`config.mk`:
```
export PLATFORM = sky130hd
export DESIGN_NAME = sttc_cell
export DESIGN_NICKNAME = d
export VERILOG_FILES = /design/src/hdl/sttc_pkg.sv /design/src/hdl/sttc_cell.sv
export SDC_FILE = /design/constraint.sdc
export NUM_CORES = 1
export LEC_CHECK = 0
export BUFFER_PORTS_ARGS = -buffer_cell sky130_fd_sc_hd__buf_4
export CAP_MARGIN = 10
export CORE_ASPECT_RATIO = 0.75
export CORE_MARGIN = 5
export CORE_UTILIZATION = 43
export DETAILED_ROUTE_END_ITERATION = 10
export GPL_TIMING_DRIVEN = 1
export PLACE_DENSITY = 0.95
export SYNTH_ARGS = -nofsm -noshare
export SYNTH_HDL_FRONTEND = slang
export SYNTH_SLANG_ARGS = --single-unit
```
`constraint.sdc`:
```
create_clock -name clk -period 17.5 [get_ports clk]
set_input_delay 0.875 -clock clk [delete_from_list [all_inputs] [get_ports clk]]
set_output_delay 0.875 -clock clk [all_outputs]
set_load 0.01 [all_outputs]
```
`src/hdl/sttc_pkg.sv`:
```
`timescale 1ns / 1ps
// Shared types and codes for the sorted time table core.
// No dependencies; used by sttc_cell and sorted_time_table_core.
package sttc_pkg;

  localparam int TIME_W  = 18;
  localparam int STOP_W  = 16;
  localparam int TAG_W   = 16;
  localparam int OP_W    = 2;
  localparam int IDX_W   = 8;
  localparam int STAT_W  = 2;
  localparam int TOTAL_W = 9;
  localparam int OVER_W  = 18;

  localparam int S_TDATA_W = 64;
  localparam int M_TDATA_W = 88;

  localparam int GROUP_W = 16;

  localparam logic [OP_W-1:0] OP_INSERT = 2'd0;
  localparam logic [OP_W-1:0] OP_FIND   = 2'd1;
  localparam logic [OP_W-1:0] OP_READ   = 2'd2;
  localparam logic [OP_W-1:0] OP_TAG    = 2'd3;

  localparam logic [STAT_W-1:0] ST_OK        = 2'd0;
  localparam logic [STAT_W-1:0] ST_NOT_FOUND = 2'd1;
  localparam logic [STAT_W-1:0] ST_FULL      = 2'd2;
  localparam logic [STAT_W-1:0] ST_RANGE     = 2'd3;

  typedef struct packed {
    logic [TIME_W-1:0] time_v;
    logic [STOP_W-1:0] stop_v;
    logic [TAG_W-1:0]  tag_v;
  } entry_t;

  typedef struct packed {
    logic below;   // stored time < key
    logic above;   // stored time > key
    logic match;   // live entry with tag equal to key tag
  } flags_t;

endpackage

```
`src/hdl/sttc_cell.sv`:
```
`timescale 1ns / 1ps
// One slot of the sorted table: holds an entry, shifts up on insert, compares against the key.
// Depends on sttc_pkg.
module sttc_cell #(
  parameter int TABLE_DEPTH = 256,
  parameter int IDX         = 0
) (
  input  logic                             clk,
  input  logic                             ins_en,
  input  logic [$clog2(TABLE_DEPTH)-1:0]   ins_pos,
  input  logic [$clog2(TABLE_DEPTH+1)-1:0] count,
  input  sttc_pkg::entry_t                 key,
  input  sttc_pkg::entry_t                 prev,
  output sttc_pkg::entry_t                 entry,
  output sttc_pkg::flags_t                 flags
);

  localparam int IW = $clog2(TABLE_DEPTH);
  localparam int CW = $clog2(TABLE_DEPTH + 1);
  localparam logic [IW-1:0] MY_IDX  = IW'(IDX);
  localparam logic [CW-1:0] MY_IDXC = CW'(IDX);

  always_ff @(posedge clk) begin
    if (ins_en) begin
      if (MY_IDX > ins_pos) begin
        entry <= prev;
      end else if (MY_IDX == ins_pos) begin
        entry <= key;
      end
    end
  end

  always_ff @(posedge clk) begin
    flags.below <= entry.time_v < key.time_v;
    flags.above <= entry.time_v > key.time_v;
    flags.match <= (entry.tag_v == key.tag_v) && (MY_IDXC < count);
  end

endmodule

```
# [After elaboration in Yosys (flattened, before gate mapping)]
# Index checks and enable logic that the tools add are counted.
[totals] ff_bits=53 latch_bits=0 mem_bits_rw=0 romBits=0 input_bits=119 out_inout_bits=53 mem_count=0
[classes] add_sub_neg=0 mul=0 div=0 order_cmp=4 n_eq_ne=1 shifts=0 n_mux=2 bitwise_logic=0 reduce_logical=4
[op_table] op="$mux W50" count=2
[op_table] op="$gt A18 B18 Y1" count=1
[op_table] op="$lt A18 B18 Y1" count=1
[op_table] op="$eq A16 B16 Y1" count=1
[op_table] op="$lt A1 B9 Y1 const A" count=1
[op_table] op="$gt A1 B8 Y1 const A" count=1
[op_table] op="$logic_not A8 Y1" count=1
[op_table] op="$reduce_and A2 Y1" count=1
[op_table] op="$reduce_bool A2 Y1" count=1
[op_table] op="$logic_and A1 B1 Y1" count=1

# [Logic depth before layout (Yosys ltp)]
[depth] word_depth=3 depth_mapped=7 mapped_depth_nobuf=7

# [Worst setup path before layout]
# OpenSTA, ideal clock, no wires.
[synth_path] kind="input to register" startpoint="input port ins_pos[5]" endpoint="register entry[0] in the netlist's numbering, enable pin" arrival_time_ns=5.978 slack_ns=10.935 stages=3 n_path_buf=0 cell_sequence="nor4_1 nand3b_1 nor4_1"
[synth_between] elab_chain_cells=3 elab_cells_between_ends=4 cone_classes="1 x order compare; 3 x reduce/logical"
[synth_lines] item="from (decl)" line_no="sttc_cell.sv:10" source="input logic [$clog2(TABLE_DEPTH)-1:0] ins_pos,"
[synth_lines] item="$gt A1 B8 Y1 or $logic_not A8 Y1 (tied branches)" line_no="sttc_cell.sv:25, sttc_cell.sv:27"
[synth_lines] item="$reduce_bool A2 Y1 (no source line) (*)"
[synth_lines] item="$reduce_and A2 Y1 (no source line) (*)"
[synth_lines] item="to (signal assigned)" line_no="sttc_cell.sv:26" source="entry <= prev;"
[synth_lines] item="to (signal assigned)" line_no="sttc_cell.sv:28" source="entry <= key;"
[synth_lines] item="to (decl)" line_no="sttc_cell.sv:14" source="output sttc_pkg::entry_t entry,"
# Every way passes the cells marked *; elsewhere a longest branch is shown, timed or not.
# A chain may end at the register's enable or synchronous reset.

# [Worst setup path in the final report]
[layout_path] startpoint="input port ins_pos[5]" endpoint="register entry[48] in the netlist's numbering, enable pin"
# Same word-level chain as after synthesis.

==> flow_metrics.env <==
export IMPL_h_tree_depth=2
export IMPL_dpl_hpwl_um=4250
export IMPL_power_density_mw_per_mm2=68.3
export IMPL_vias=1615
export IMPL_path_delay_family="buffers and inverters"
export IMPL_fin_nets=412
export IMPL_holdWs_ns=0.713
export IMPL_grt_pass1_wl_um=8180
export IMPL_wl_per_cell_um=15.0
export IMPL_drc_errors=0
export IMPL_ys_ff_latch=53
export IMPL_worstMarginPinSlew_ns=0.618
export IMPL_multiInputGateArea_sq_um=613
export IMPL_holdPathStages=4
export IMPL_syn_nets=283
export IMPL_hp_start="entry[13]"
export IMPL_cts_num_sinks=53
export IMPL_clk_pin_slew_ns=0.09
export IMPL_setup_violations_final=0
export IMPL_port_buffers=121
export IMPL_ant_nets=0
export IMPL_ff_latch_area_sq_mm=0.00156
export IMPL_cts_tree="yes"
export IMPL_fin_cells=348
export IMPL_switchingPower_mw=0.0473
export IMPL_grt_overflow=0
export IMPL_cp_cell_sequence="buf_4 -> nor4_1 -> nand3b_1 -> nor4_2 -> buf_4"
export IMPL_seq_power_share_pct=61.0
export IMPL_status="completed"
export IMPL_fp_dieH_um=72.5
export IMPL_track_usage_pct=15.4
export IMPL_crit_fanout=50
export IMPL_final_max_slew_viol_count=0
export IMPL_drt_iter0_drc=47
export IMPL_root_buffer="clkbuf_8"
export IMPL_cap_violations=0
export IMPL_die_w_um=93.3
export IMPL_path_buf_inv=2
export IMPL_p_leak_nw=1.48
export IMPL_die_area_sq_mm=0.00677
export IMPL_timing_fmax_mhz=444
export IMPL_swShare_pct=20.7
export IMPL_syn2layout_area_growth_pct=49.1
export IMPL_clock_power_share_pct=29.6
export IMPL_grt_setup_unrepaired="false"
export IMPL_crit_arrival_ns=2.19
export IMPL_cp_slowest_cell="buf_4"
export IMPL_fill_cells=350
export IMPL_fp_row_count=22
export IMPL_timing_rr_end="flags[2]"
export IMPL_r2r_slack_ns=15.86
export IMPL_ys_warnings_count=0
export IMPL_synth_avg_cell_area_sq_um=15.3
export IMPL_setup_tns_ns=0
export IMPL_antenna_cells=0
export IMPL_clk_latency_ns=0.30
export IMPL_finalWeightedCongestion=0.754
export IMPL_slew_headroom_pct=58.8
export IMPL_dp_cells=340
export IMPL_reg2reg_depth=5
export IMPL_finalClockSkew_ns=0.00949
export IMPL_grt_start_max_net_pins=51
export IMPL_period_share_pct=12.9
export IMPL_ctsResizeCount=0
export IMPL_placed_cell_area_sq_mm=0.00325
export IMPL_avgViaCountPerCell=4.64
export IMPL_start_kind="primary input"
export IMPL_period_minus_slack_ns=2.25
export IMPL_syn_inst=146
export IMPL_required_ns=17.43
export IMPL_core_area_sq_mm=0.00498
export IMPL_firstDrtPassIters=4
export IMPL_cts_buffers=5
export IMPL_first_global_vias=1757
export IMPL_critPathMaxStageDelay_ns=0.57
export IMPL_worst_hold_path_type="reg2reg"
export IMPL_drive_above_1_share_pct=48.2
export IMPL_antenna_found_initial=0
export IMPL_crit_path_frequent_cell="buf_4"
export IMPL_pin_count=172
export IMPL_postCtsSetupBuffers=0
export IMPL_syn_cell_area_sq_mm=0.00224
export IMPL_setup_ws_ns=15.25
export IMPL_critical_path_class="in2reg"
export IMPL_internal_power_mw=0.181
export IMPL_finalHoldViolations=0
export IMPL_hold_path_endpoint="flags[0]"
export IMPL_place_ws_ns=14.89
export IMPL_synth_seq_area_share_pct=69.7
export IMPL_clockBufferDepth=2
export IMPL_critPathCaptureType="flop"
export IMPL_hold_buffers=0
export IMPL_start_util_pct=45.0
export IMPL_ir_drop_mv=0.0527
export IMPL_r2r_start="entry[49]"
export IMPL_ys_types=21
export IMPL_power_frac_comb_pct=9.4
export IMPL_fin_area_sq_mm=0.00334
export IMPL_totalWireLength_um=5210
## tightest hold or removal path: stages, from the launching register on
cell and delay, ns:
edfxtp_1 0.37, xor2_1 0.14, nor4_1 0.06, nand4_1 0.06, a31oi_1 0.04
## sequential cells by signal, summed over array words and instances, names as in the netlist
name / cells
flags: 3
entry: 50
## how the worst max path moves through the flow
stage               slack [ns]        end  depth (start not counted)       start
floorplan                10.93   entry[0]                          3  ins_pos[5]
global placement         15.01  entry[48]                          5  ins_pos[5]
detailed placement       14.89  entry[34]                          5  ins_pos[5]
CTS                      15.22  entry[48]                          5  ins_pos[5]
global route             15.12  entry[48]                          5  ins_pos[5]
finish                   15.25  entry[48]                          5  ins_pos[5]
## through the flow
stage	utilization (%)	total power, mW
floorplan	-	0.148
global placement	65.3	0.162
detailed placement	65.3	0.164
CTS	67.0	0.230
global route	67.0	0.238
finish	67.0	0.228
## area by class of cell
cell class | count | area share, %
Clock buffer | 6 | 2.17
Clock inverter | 2 | 0.450
Inverter | 19 | 2.14
Multi-Input combinational cell | 74 | 18.4
Sequential cell | 53 | 46.8
Tap cell | 72 | 2.70
Timing Repair Buffer | 122 | 27.4
## per-layer routing
| layer | wire (um) | GRT usage [%] | vias to the layer above |
|---|---|---|---|
| met5 | 0 | 0 | - |
| met4 | 36 | 3.58 | 0 |
| met3 | 572 | 7.36 | 4 |
| met2 | 2530 | 25.0 | 71 |
| met1 | 2070 | 18.5 | 738 |
| li1 | - | - | 802 |
## cell families after synthesis
logic type,share of synthesized area (%)
xor gates and xnor gates,6.26
DFF,69.7
and+or+nand+nor,6.87
AOI/OAI and AO/OA,3.91
buffers and inverters,3.18
adders and majority gates,10.1
## cell usage after synthesis, drive strengths merged
master,n,area [sq um]
edfxtp,50,1500
inv,19,71.3
ha,18,225
xor2,16,140
nor4,8,56.3
a21oi,7,35.0
nand4,5,37.5
a21o,3,22.5
dfxtp,3,60.1
nand3,3,15.0
nor2,3,11.3
a31oi,2,12.5
and3,2,13.8
nand2,2,7.51
o21ai,2,10.0
a22oi,1,7.51
nand3b,1,7.51
nor3,1,5.00
## power by group through the flow
stage | clock network, mW | registers (mW) | logic (mW)
CTS | 0.0691 | 0.139 | 0.0217
global placement | 0 | 0.142 | 0.0205
floorplan | 0 | 0.142 | 0.00584
detailed placement | 0 | 0.142 | 0.0216
finish | 0.0674 | 0.139 | 0.0215
global route | 0.0747 | 0.139 | 0.0239
## placed cells by master, fill, tap and decap left out, drive strengths merged
cell type | Yosys | layout
xor2 | 16 | 16
nor3 | 1 | 1
nor2 | 3 | 3
a21oi | 7 | 7
and3 | 2 | 2
nand4 | 5 | 5
a22oi | 1 | 1
a31oi | 2 | 2
clkinvlp | 0 | 2
nand3b | 1 | 1
edfxtp | 50 | 50
nor4 | 8 | 8
nand3 | 3 | 3
clkbuf | 0 | 6
inv | 19 | 19
o21ai | 2 | 2
ha | 18 | 18
nand2 | 2 | 2
buf | 0 | 122
a21o | 3 | 3
dfxtp | 3 | 3
(Power assumes the default switching activity.)
